File: src/rtl/core/assert_macros.svh
// Assertion macros for the core RTL.
// No dependencies; included by modules that carry concurrent checks.
`ifndef ASSERT_MACROS_SVH
`define ASSERT_MACROS_SVH

// Clocked check, disabled while reset is asserted.
`define SKTH_ASSERT(lbl, prop, msg) \
  lbl: assert property (@(posedge clk_i) disable iff (!rst_ni) (prop)) else $error(msg);

// Clocked check that also holds during reset.
`define SKTH_ASSERT_ALWAYS(lbl, prop, msg) \
  lbl: assert property (@(posedge clk_i) (prop)) else $error(msg);

`endif

File: src/rtl/core/skth_pkg.sv
// Shared constants and helpers for the k-th largest tracker.
// No dependencies; used by skth_heap_ram and the top level.
package skth_pkg;

  localparam int unsigned DataW = 32;
  localparam int unsigned RankW = 7;

  // Result value while the heap is not yet full.
  localparam logic [DataW-1:0] KthEmpty = {DataW{1'b1}};

  // Signed greater-than on two's complement words.
  function automatic logic sgt(input logic [DataW-1:0] a, input logic [DataW-1:0] b);
    return $signed(a) > $signed(b);
  endfunction

endpackage

File: src/rtl/core/skth_heap_ram.sv
// Heap entry store: one write port, two registered read ports.
// Depends on skth_pkg for the data width.
module skth_heap_ram #(
  parameter int unsigned Depth = 64,
  parameter int unsigned AddrW = $clog2(Depth)
) (
  input  logic                      clk_i,
  input  logic                      we_i,
  input  logic [AddrW-1:0]          waddr_i,
  input  logic [skth_pkg::DataW-1:0] wdata_i,
  input  logic                      re_i,
  input  logic [AddrW-1:0]          raddr_a_i,
  input  logic [AddrW-1:0]          raddr_b_i,
  output logic [skth_pkg::DataW-1:0] rdata_a_o,
  output logic [skth_pkg::DataW-1:0] rdata_b_o
);

  logic [skth_pkg::DataW-1:0] mem_q [Depth];

  always_ff @(posedge clk_i) begin
    if (we_i) begin
      mem_q[waddr_i] <= wdata_i;
    end
  end

  always_ff @(posedge clk_i) begin
    if (re_i) begin
      rdata_a_o <= mem_q[raddr_a_i];
      rdata_b_o <= mem_q[raddr_b_i];
    end
  end

endmodule

File: src/rtl/core/streaming_kth_largest_tracker.sv
// Streaming k-th largest tracker: min-heap of the k largest samples.
// Depends on skth_pkg, skth_heap_ram and assert_macros.svh.
//
// Usage:
//   Input stream s_axis carries one signed 32-bit sample per transfer.
//   Output stream m_axis returns one result per sample: tdata is the
//   current k-th largest value (all ones while the heap is not full) and
//   tuser is the full flag.
//   cfg_we_i/cfg_wdata_i write rank_k (7 bits). A write also empties the
//   heap; write only while the block is idle. Rank 0 acts as 1, a rank
//   above CAPACITY acts as CAPACITY.
//   A dropped sample goes straight to the done state; a kept one sifts up
//   or down first. Each heap level passes through a read state and a
//   compare/write state on the heap RAM; that loop sets the rate, one
//   sample at a time: the next sample is taken the cycle after the result
//   loads.
//   The root is mirrored in a register, so the drop decision needs no read.
//   Reset: rank_k returns to 1 and the heap is empty; the RAM itself is not
//   cleared, since entries at or above the fill count are never used.
//   Stall: a finished result waits in the output register; the next sample
//   is accepted meanwhile, and its result holds in the last state until the
//   register frees up.
`include "assert_macros.svh"

module streaming_kth_largest_tracker #(
  parameter int unsigned CAPACITY = 64
) (
  input  logic        clk_i,
  input  logic        rst_ni,
  // s_axis_tdata: [31:0] sample_value
  input  logic        s_axis_tvalid,
  output logic        s_axis_tready,
  input  logic [31:0] s_axis_tdata,
  // m_axis_tdata: [31:0] kth_value
  output logic        m_axis_tvalid,
  input  logic        m_axis_tready,
  output logic [31:0] m_axis_tdata,
  // m_axis_tuser: [0] heap_full
  output logic        m_axis_tuser,
  input  logic        cfg_we_i,
  input  logic [6:0]  cfg_wdata_i
);

  localparam int unsigned DW = skth_pkg::DataW;
  localparam int unsigned IW = (CAPACITY > 1) ? $clog2(CAPACITY) : 1;  // heap index
  localparam int unsigned HW = $clog2(CAPACITY + 1);                    // fill count
  localparam int unsigned CW = (HW > skth_pkg::RankW) ? HW : skth_pkg::RankW;
  localparam int unsigned LW = IW + 2;                                  // child index math

  localparam logic [2:0] StIdle  = 3'd0;
  localparam logic [2:0] StUpRd  = 3'd1;
  localparam logic [2:0] StUpCmp = 3'd2;
  localparam logic [2:0] StDnRd  = 3'd3;
  localparam logic [2:0] StDnCmp = 3'd4;
  localparam logic [2:0] StDone  = 3'd5;

  logic [2:0]                  state_q, state_d;
  logic [IW-1:0]               pos_q, pos_d;
  logic [DW-1:0]               val_q, val_d;
  logic [HW-1:0]               held_q, held_d;
  logic [skth_pkg::RankW-1:0]  rank_q;
  logic [DW-1:0]               root_q;
  logic                        out_valid_q;
  logic [DW-1:0]               out_data_q;
  logic                        out_full_q;

  logic                        ram_we;
  logic [IW-1:0]               ram_waddr;
  logic [DW-1:0]               ram_wdata;
  logic                        ram_re;
  logic [IW-1:0]               ram_raddr_a, ram_raddr_b;
  logic [DW-1:0]               ram_rdata_a, ram_rdata_b;

  logic [CW-1:0]               eff_k;
  logic                        is_full;
  logic                        in_xfer;
  logic                        out_free;
  logic [LW-1:0]               lc_idx, rc_idx, held_ext;
  logic                        lc_ok, rc_ok;
  logic [IW-1:0]               par_idx;
  logic                        take_l, take_r;
  logic [DW-1:0]               best_lv;

  // Clamp the rank into 1..CAPACITY.
  always_comb begin
    eff_k = CW'(rank_q);
    if (eff_k == '0) begin
      eff_k = CW'(1);
    end else if (eff_k > CW'(CAPACITY)) begin
      eff_k = CW'(CAPACITY);
    end
  end

  assign is_full  = CW'(held_q) >= eff_k;
  assign s_axis_tready = (state_q == StIdle);
  assign in_xfer  = s_axis_tvalid && s_axis_tready;
  assign out_free = !out_valid_q || m_axis_tready;

  // Child and parent positions of the hole.
  assign lc_idx   = LW'({pos_q, 1'b1});
  assign rc_idx   = lc_idx + LW'(1);
  assign held_ext = LW'(held_q);
  assign lc_ok    = lc_idx < held_ext;
  assign rc_ok    = rc_idx < held_ext;
  assign par_idx  = IW'((pos_q - IW'(1)) >> 1);

  // Sift-down choice: parent wins ties, then the left child.
  assign take_l  = skth_pkg::sgt(val_q, ram_rdata_a);
  assign best_lv = take_l ? ram_rdata_a : val_q;
  assign take_r  = rc_ok && skth_pkg::sgt(best_lv, ram_rdata_b);

  always_comb begin
    state_d     = state_q;
    pos_d       = pos_q;
    val_d       = val_q;
    held_d      = held_q;
    ram_we      = 1'b0;
    ram_waddr   = pos_q;
    ram_wdata   = val_q;
    ram_re      = 1'b0;
    ram_raddr_a = par_idx;
    ram_raddr_b = par_idx;

    unique case (state_q)
      StIdle: begin
        if (in_xfer) begin
          val_d = s_axis_tdata;
          if (!is_full) begin
            // Append at the end and sift up.
            pos_d   = IW'(held_q);
            held_d  = held_q + HW'(1);
            state_d = StUpRd;
          end else if (skth_pkg::sgt(s_axis_tdata, root_q)) begin
            // Replace the root and sift down.
            pos_d   = '0;
            state_d = StDnRd;
          end else begin
            state_d = StDone;
          end
        end
      end
      StUpRd: begin
        if (pos_q == '0) begin
          ram_we  = 1'b1;
          state_d = StDone;
        end else begin
          ram_re  = 1'b1;
          state_d = StUpCmp;
        end
      end
      StUpCmp: begin
        ram_we = 1'b1;
        if (skth_pkg::sgt(ram_rdata_a, val_q)) begin
          // Move the parent down into the hole.
          ram_wdata = ram_rdata_a;
          pos_d     = par_idx;
          state_d   = StUpRd;
        end else begin
          state_d = StDone;
        end
      end
      StDnRd: begin
        ram_raddr_a = IW'(lc_idx);
        ram_raddr_b = IW'(rc_idx);
        if (!lc_ok) begin
          ram_we  = 1'b1;
          state_d = StDone;
        end else begin
          ram_re  = 1'b1;
          state_d = StDnCmp;
        end
      end
      StDnCmp: begin
        ram_we = 1'b1;
        if (take_r) begin
          ram_wdata = ram_rdata_b;
          pos_d     = IW'(rc_idx);
          state_d   = StDnRd;
        end else if (take_l) begin
          ram_wdata = ram_rdata_a;
          pos_d     = IW'(lc_idx);
          state_d   = StDnRd;
        end else begin
          state_d = StDone;
        end
      end
      StDone: begin
        if (out_free) begin
          state_d = StIdle;
        end
      end
      default: begin
        state_d = StIdle;
      end
    endcase

    // A rank write restarts tracking.
    if (cfg_we_i) begin
      held_d = '0;
    end
  end

  always_ff @(posedge clk_i or negedge rst_ni) begin
    if (!rst_ni) begin
      state_q <= StIdle;
      held_q  <= '0;
      rank_q  <= skth_pkg::RankW'(1);
    end else begin
      state_q <= state_d;
      held_q  <= held_d;
      if (cfg_we_i) begin
        rank_q <= cfg_wdata_i;
      end
    end
  end

  always_ff @(posedge clk_i) begin
    pos_q <= pos_d;
    val_q <= val_d;
    // Mirror every write to the root entry.
    if (ram_we && (ram_waddr == '0)) begin
      root_q <= ram_wdata;
    end
  end

  // Output register: load the finished result, drop it once transferred.
  always_ff @(posedge clk_i or negedge rst_ni) begin
    if (!rst_ni) begin
      out_valid_q <= 1'b0;
    end else if ((state_q == StDone) && out_free) begin
      out_valid_q <= 1'b1;
    end else if (m_axis_tready) begin
      out_valid_q <= 1'b0;
    end
  end

  always_ff @(posedge clk_i) begin
    if ((state_q == StDone) && out_free) begin
      out_full_q <= is_full;
      out_data_q <= is_full ? root_q : skth_pkg::KthEmpty;
    end
  end

  assign m_axis_tvalid = out_valid_q;
  assign m_axis_tdata  = out_data_q;
  assign m_axis_tuser  = out_full_q;

  skth_heap_ram #(
    .Depth (CAPACITY),
    .AddrW (IW)
  ) u_heap_ram (
    .clk_i     (clk_i),
    .we_i      (ram_we),
    .waddr_i   (ram_waddr),
    .wdata_i   (ram_wdata),
    .re_i      (ram_re),
    .raddr_a_i (ram_raddr_a),
    .raddr_b_i (ram_raddr_b),
    .rdata_a_o (ram_rdata_a),
    .rdata_b_o (ram_rdata_b)
  );

  `SKTH_ASSERT(a_held_le_rank, CW'(held_q) <= eff_k, "fill count exceeds rank")
  `SKTH_ASSERT(a_write_in_heap, ram_we |-> (HW'(ram_waddr) < held_q), "write beyond heap fill")
  `SKTH_ASSERT(a_root_mirror, (ram_we && (ram_waddr == '0)) |=> (root_q == $past(ram_wdata)), "root mirror out of step")

endmodule

File: config.mk
export PLATFORM = sky130hd
export DESIGN_NAME = streaming_kth_largest_tracker
export DESIGN_NICKNAME = d
export VERILOG_FILES = /design/src/rtl/core/skth_pkg.sv /design/src/rtl/core/skth_heap_ram.sv /design/src/rtl/core/streaming_kth_largest_tracker.sv
export VERILOG_INCLUDE_DIRS = /design/src /design/src/rtl/core
export SDC_FILE = /design/constraint.sdc
export NUM_CORES = 2
export LEC_CHECK = 0
export BUFFER_PORTS_ARGS = -buffer_cell sky130_fd_sc_hd__buf_2
export CAP_MARGIN = 20
export CORE_MARGIN = 1.5
export CORE_UTILIZATION = 35
export DETAILED_ROUTE_END_ITERATION = 8
export PLACE_DENSITY = 0.49
export SLEW_MARGIN = 20
export SYNTH_ARGS = -nofsm -noshare
export SYNTH_HDL_FRONTEND = slang
export SYNTH_SLANG_ARGS = --single-unit
File: constraint.sdc
create_clock -name clk_i -period 11.06 [get_ports clk_i]
set_clock_uncertainty 0.1 [all_clocks]
set_input_delay 1.106 -clock clk_i [delete_from_list [all_inputs] [get_ports clk_i]]
set_output_delay 1.106 -clock clk_i [all_outputs]
set_load 0.01 [all_outputs]
Yosys cells after proc, flatten, opt, wreduce, memory -nomap -nowiden
Memory sizes are Yosys's and may differ from the RTL's. A register that Yosys moved wholly into a read port is not among the register bits.
Cells that the tools add are included.

storage, ports and cells
  bits in writable memories = 2048
  register bits = 121
  latch bits = 0
  memories kept = 1
  memory bits (read-only) = 0

memory list
  memory            words  bits a word  rd ports  clocked after memory_dff  wr ports  line                 text
  u_heap_ram.mem_q  64     32           2         2                         1         skth_heap_ram.sv:18  logic [skth_pkg::DataW-1:0] mem_q [Depth];

operators by class
  $lt $le $gt $ge = 8
  $add $sub $neg = 3
  equal/unequal tests = 11
  div/mod/pow operators = 0
  mux-type cells = 39
  reductions and logical operators = 18
  bitwise logic cells = 0
  multiply operators = 0
  shift operators = 0

operators by type and width
  cell                                               count
  > comparator 32 bit                                4
  2-to-1 mux 32 bit                                  3
  one-hot mux 32 bit (2 select lines)                1
  2-to-1 mux 6 bit                                   8
  2-to-1 mux 7 bit                                   6
  2-to-1 mux 3 bit                                   8
  one-hot mux 3 bit (6 select lines)                 1
  one-hot mux 6 bit (3 select lines)                 1
  2-to-1 mux 1 bit                                   9
  adder 7 x 1 -> 8 bit (second input constant)       1
  less-than comparator 8 x 7 -> 1 bit                1
  adder 7 x 1 -> 7 bit (second input constant)       1
  greater-or-equal comparator 7 bit                  1
  > comparator 7 bit (second input constant)         1
  logical NOT 7 bit                                  1
  less-than comparator 7 bit                         1
  == test 3 x 2 -> 1 bit (second input constant)     2
  == test 3 bit (second input constant)              2
  logical NOT 6 bit                                  1
  inequality test 2 bit (second input constant)      3
  nonzero test 2 bit                                 3
  subtractor 6 x 1 -> 6 bit (second input constant)  1
  AND reduction 5 bit                                1
  logical AND 1 bit                                  4
  other kinds (13)                                   14

Logic depth before layout (Yosys ltp)
  depth after elaboration = 8
  gate-level depth with buffers = 21
  gate-level depth less buffers = 17

By module
A second synthesis with hierarchy kept.

second synthesis, totals
  cells, all modules = 5308
  area, all modules = 105152.1 µm²

by module, submodules not included
  module                         cells each  sequential area each (µm²)  area each (µm²)  instances
  skth_heap_ram                  4412        63420.8                     96301.1          1
  streaming_kth_largest_tracker  896         3544.6                      8851.0           1

Least setup slack after synthesis
Ideal clock, no wire load.

  kind = register to register
  start point = register pos_q[1]
  end point = register u_heap_ram.rdata_a_o[0] in the netlist's numbering (read register of u_heap_ram.mem_q) (enable)
  slack = 2.565 ns
  clock period less this slack = 8.495 ns
  setup time = 0.644 ns
  buffers on the path = 0
  stages on the path, launching flop included = 9
  arrival = 7.751 ns
  required time = 10.316 ns
  cells stage by stage = edfxtp_1 > ha_1 > nor2b_1 > o21a_1 > o21a_1 > o21a_1 > o21ai_0 > a21oi_1 > nor4_1

on the way
  longest elaborated chain between the ends = 3
  elaborated cells between the ends (all ways) = 7
  classes of those cells = add/sub (1); order compare (1); mux (4); reduce/logical (1)

RTL lines
  element                                                          line                                                                        text
  start: declaration                                               streaming_kth_largest_tracker.sv:58                                         logic [IW-1:0] pos_q, pos_d;
  start signal: assignment                                         streaming_kth_largest_tracker.sv:218                                        pos_q <= pos_d;
  less-than comparator 7 bit or logical NOT 6 bit (tied branches)  streaming_kth_largest_tracker.sv:103, streaming_kth_largest_tracker.sv:143
  2-to-1 mux 1 bit (on tied branches)                              streaming_kth_largest_tracker.sv:165, streaming_kth_largest_tracker.sv:143
  one-hot mux 1 bit (2 select lines) (*)                           streaming_kth_largest_tracker.sv:124                                        unique case (state_q)
  net ram_re                                                       streaming_kth_largest_tracker.sv:70                                         logic ram_re;
  end: declaration                                                 skth_heap_ram.sv:14                                                         output logic [skth_pkg::DataW-1:0] rdata_a_o,

The timed path passes the listed nets; every way through them passes the cells marked *.
A chain may end at the register's enable or synchronous reset.

Worst setup path after layout
  start point = register u_heap_ram.rdata_a_o[19] in the netlist's numbering (read register of u_heap_ram.mem_q)
  end point = memory u_heap_ram.mem_q[12][28] in the netlist's numbering (data pin)

on the way
  longest elaborated chain between the ends = 6
  elaborated cells between the ends (all ways) = 8
  classes of those cells = order compare (3); mux (4); reduce/logical (1)

RTL lines
  element                                  line                                                                        text
  > comparator 32 bit                      skth_pkg.sv:13                                                              return $signed(a) > $signed(b);
  2-to-1 mux 32 bit                        streaming_kth_largest_tracker.sv:109, streaming_kth_largest_tracker.sv:179
  > comparator 32 bit                      skth_pkg.sv:13
  logical AND 1 bit                        streaming_kth_largest_tracker.sv:110                                        assign take_r = rc_ok && skth_pkg::sgt(best_lv, ram_rdata_b);
  2-to-1 mux 32 bit                        streaming_kth_largest_tracker.sv:175                                        if (take_r) begin
  one-hot mux 32 bit (2 select lines) (*)  streaming_kth_largest_tracker.sv:124
  net ram_wdata[28]                        streaming_kth_largest_tracker.sv:69                                         logic [DW-1:0] ram_wdata;
  end: declaration                         skth_heap_ram.sv:18

Marks and branches as above.

==> out/results.ini <==
[sta]
finalCritPeriodShare_pct=67.6
tightest_slew_ns=1.26
drv_slew=0
finalSetupViolCount=0
holdWs_ns=0.326
period_minus_slack_ns=7.48
tns_ns=0
max_freq_ghz=0.134
grt_setup_unrepaired=no
worst_slack_ns=3.58
hold_viol=0
maxSlewHeadroom_pct=15.7

[cells_and_area]
drive_gt1_share_pct=31.3
fin_cells=9912
nets=5891
area_growth_syn_to_layout_pct=13.2

[floorplanning]
core_area_um2=303000
die_h_um=556
num_rows=202
die_w_um=556
io_pins=79
start_util_pct=35.2
dieArea_um2=309000

[placement]
place_congestion=0.829
dp_slack_ns=3.65
placed_cells=9459
dp_hpwl_mm=201
portBuffers=78

[logic_synthesis]
yosys_register_bits=2233
synth_edf_count=2215
synth.mux.area_fraction_pct=28.0
syn_nets=5749
yosysWarnings=0
yosys-top-cells-area=edfxtp_1 (62%), mux4_2 (22%), mux2i_1 (6.0%)
synthAdderAreaFrac_pct=1.38
ys_async_sr_fraction_pct=0.806
synth_compound_area_share_pct=3.28
synth_top_family_by_area=multiplexers
synth_area_um2=107000
synth.avg_cell_area_um2=19.1
synth-simple-area-share_pct=2.20
ys_types=64
synth-xor-area-share_pct=0.139
synth_top_area_share_pct=62.3
synth_top_flop_cell=edfxtp_1
yosysSeqAreaShare_pct=62.7
synth_cells=5587
synth_top_cell_by_area=edfxtp_1

[worst_setup_path]
worst-path-buf-inv=3
crit_path_end_kind=flop
crit_top_cell=buf_4
max_stage_delay_ns=0.58
critPathKind=reg -> reg
r2r_setup_slack_ns=3.58
startpoint_type=flop
arrival_ns=7.96
crit_slowest_cell=nor3_1
cp_cell_sequence=ha_1 > a21oi_1 > o21ai_0 > a221oi_1 > o211ai_1 > o22ai_4 > buf_4 > mux2_2 > ha_1 > and4_1 > nand2_1 > nor3_1 > o32ai_2 > mux2i_1 > or3_2 > buf_4 > mux2i_1 > o221ai_4 > buf_4
cp_top_family=compound AO/OA/AOI/OAI gates
worstPathMaxFanout=65
crit_required_ns=11.54

[clock_network]
htreeDepth=4
cts_resized=0
insertion_delay_ns=0.92
cts_made_buffers=244
cts_tree=yes
cts_sinks=2233
path_clk_slew_ns=0.06
post_cts_buffers=0
clock_path_buffers=4
cts-root-buf=clkbuf_16

[global_route]
first_global_vias=61122
grt_pass1_wl_mm=495
antenna_found_initial=18
grt_remaining_overflow=0
grt_max_degree=106
grt_use_total_pct=22.9

[drt]
vias=59956
avgViaCountPerCell=6.05
drc_errors=0
antenna_left=0
drt_pre_antenna_iters=6
drt_wl_total_mm=357
wl_per_cell_um=36.0
drt-initial-drc-count=6558

[worst_hold_path]
hold_path.class=in -> reg

[run]
drv_cap=0

[outcome]
status=finished clean

-- final timing paths --
kind	cells past startpoint	end	from
max	19	u_heap_ram.mem_q[12][28]	u_heap_ram.rdata_a_o[19]
min	2	rank_q[3]	cfg_wdata_i[3]
max reg2reg	19	u_heap_ram.mem_q[12][28]	u_heap_ram.rdata_a_o[19]
min reg2reg	2	m_axis_tdata[20]	root_q[20]
max in group asynchronous	2	rank_q[0]	rst_ni
min in group asynchronous	2	rank_q[1]	rst_ni
-- sequential cells by signal (all words and copies together) (netlist names) --
register	cells
root_q	32
u_heap_ram.rdata_a_o	32
m_axis_tuser	1
m_axis_tdata	32
u_heap_ram.mem_q	2048
pos_q	6
u_heap_ram.rdata_b_o	32
m_axis_tvalid	1
rank_q	7
val_q	32
state_q	3
held_q	7
-- logic make-up after synthesis --
| group | after synthesis |
|---|---|
| simple gates | 456 |
| compound gates | 523 |
| xor+xnor | 17 |
| flops | 2233 |
| fa+ha+maj | 118 |
| buf+inv | 536 |
| mux | 1704 |
-- worst register-to-register path, stage by stage, from the launching register on --
cell and delay, ns:
edfxtp_1 0.43, ha_1 0.34, a21oi_1 0.15, o21ai_0 0.15
a221oi_1 0.57, o211ai_1 0.25, o22ai_4 0.39, buf_4 0.50
mux2_2 0.42, ha_1 0.32, and4_1 0.20, nand2_1 0.06
nor3_1 0.58, o32ai_2 0.20, mux2i_1 0.33, or3_2 0.50
buf_4 0.57, mux2i_1 0.24, o221ai_4 0.20, buf_4 0.57
-- stage by stage --
| stage | util (%) | instance area [µm²] |
|---|---|---|
| finish | 39.9 | 121000 |
| global route | 39.9 | 121000 |
| CTS | 39.9 | 121000 |
| detailed placement | 37.3 | 113000 |
| global placement | 37.3 | 113000 |
| floorplan | - | 107000 |
-- cell usage in the layout (no fill, tap or decap), drive strengths merged, types with 3 or more instances in the layout --
| cell | netlist | routed |
|---|---|---|
| inv | 117 | 120 |
| clkinv | 0 | 107 |
| nor3 | 42 | 42 |
| mux2 | 36 | 36 |
| o221ai | 35 | 35 |
| o21a | 8 | 8 |
| clkbuf | 147 | 304 |
| nand4 | 21 | 21 |
| a221o | 3 | 3 |
| nand2 | 136 | 136 |
| diode | 0 | 6 |
| nand2b | 8 | 8 |
| clkinvlp | 0 | 11 |
| a221oi | 3 | 3 |
| a211oi | 226 | 226 |
| xnor2 | 13 | 13 |
| a31oi | 5 | 5 |
| a21o | 6 | 6 |
| dfrtp | 17 | 17 |
| o31ai | 3 | 3 |
| mux4 | 1024 | 1024 |
| nor2 | 60 | 60 |
| nor2b | 137 | 137 |
| or3 | 7 | 7 |
| o22ai | 6 | 6 |
| bufinv | 0 | 20 |
| o21ai | 26 | 26 |
| nor4 | 10 | 10 |
| mux2i | 644 | 644 |
| a21oi | 181 | 181 |
| nand3 | 19 | 19 |
| ha | 118 | 118 |
| edfxtp | 2215 | 2215 |
| xor2 | 4 | 4 |
| buf | 272 | 314 |
| o21bai | 4 | 4 |
| and4 | 3 | 3 |
| o211ai | 7 | 7 |
-- routing by layer --
metal,part of all wire [%],track usage (%),wire length (µm)
met2,47,36.5,167000
met1,43,31.9,153000
met4,2.7,6.02,9490
met3,7.7,4.68,27600
met5,0,0,0
-- area by class of cell --
| type | instances | area (µm²) |
|---|---|---|
| Fill cell | 27036 | 182000 |
| Sequential cell | 2233 | 67000 |
| Multi-Input combinational cell | 2818 | 38600 |
| Clock buffer | 304 | 6390 |
| Tap cell | 3978 | 4980 |
| Timing Repair Buffer | 315 | 2400 |
| Clock inverter | 141 | 1210 |
| Inverter | 117 | 439 |
| Antenna cell | 6 | 15.0 |
-- synthesized netlist by cell type (43+ instances only) --
library cell  instances
edfxtp_1           2215
mux4_2             1024
mux2i_1             644
a211oi_1            225
buf_2               188
a21oi_1             180
clkbuf_1            147
nor2b_1             137
nand2_1             136
ha_1                118
inv_1               117
nor2_1               59
buf_4                43
-- repair_timing --
action | 4_1_cts | 5_1_grt
endpoints found under the hold margin | 17 | 0
endpoints found under the setup margin | 0 | 0
hold buffers | 1 | 0
Power is left out: the tool's default activity adds up to more than one toggle a clock period on the data nets, which glitch-free logic cannot reach.
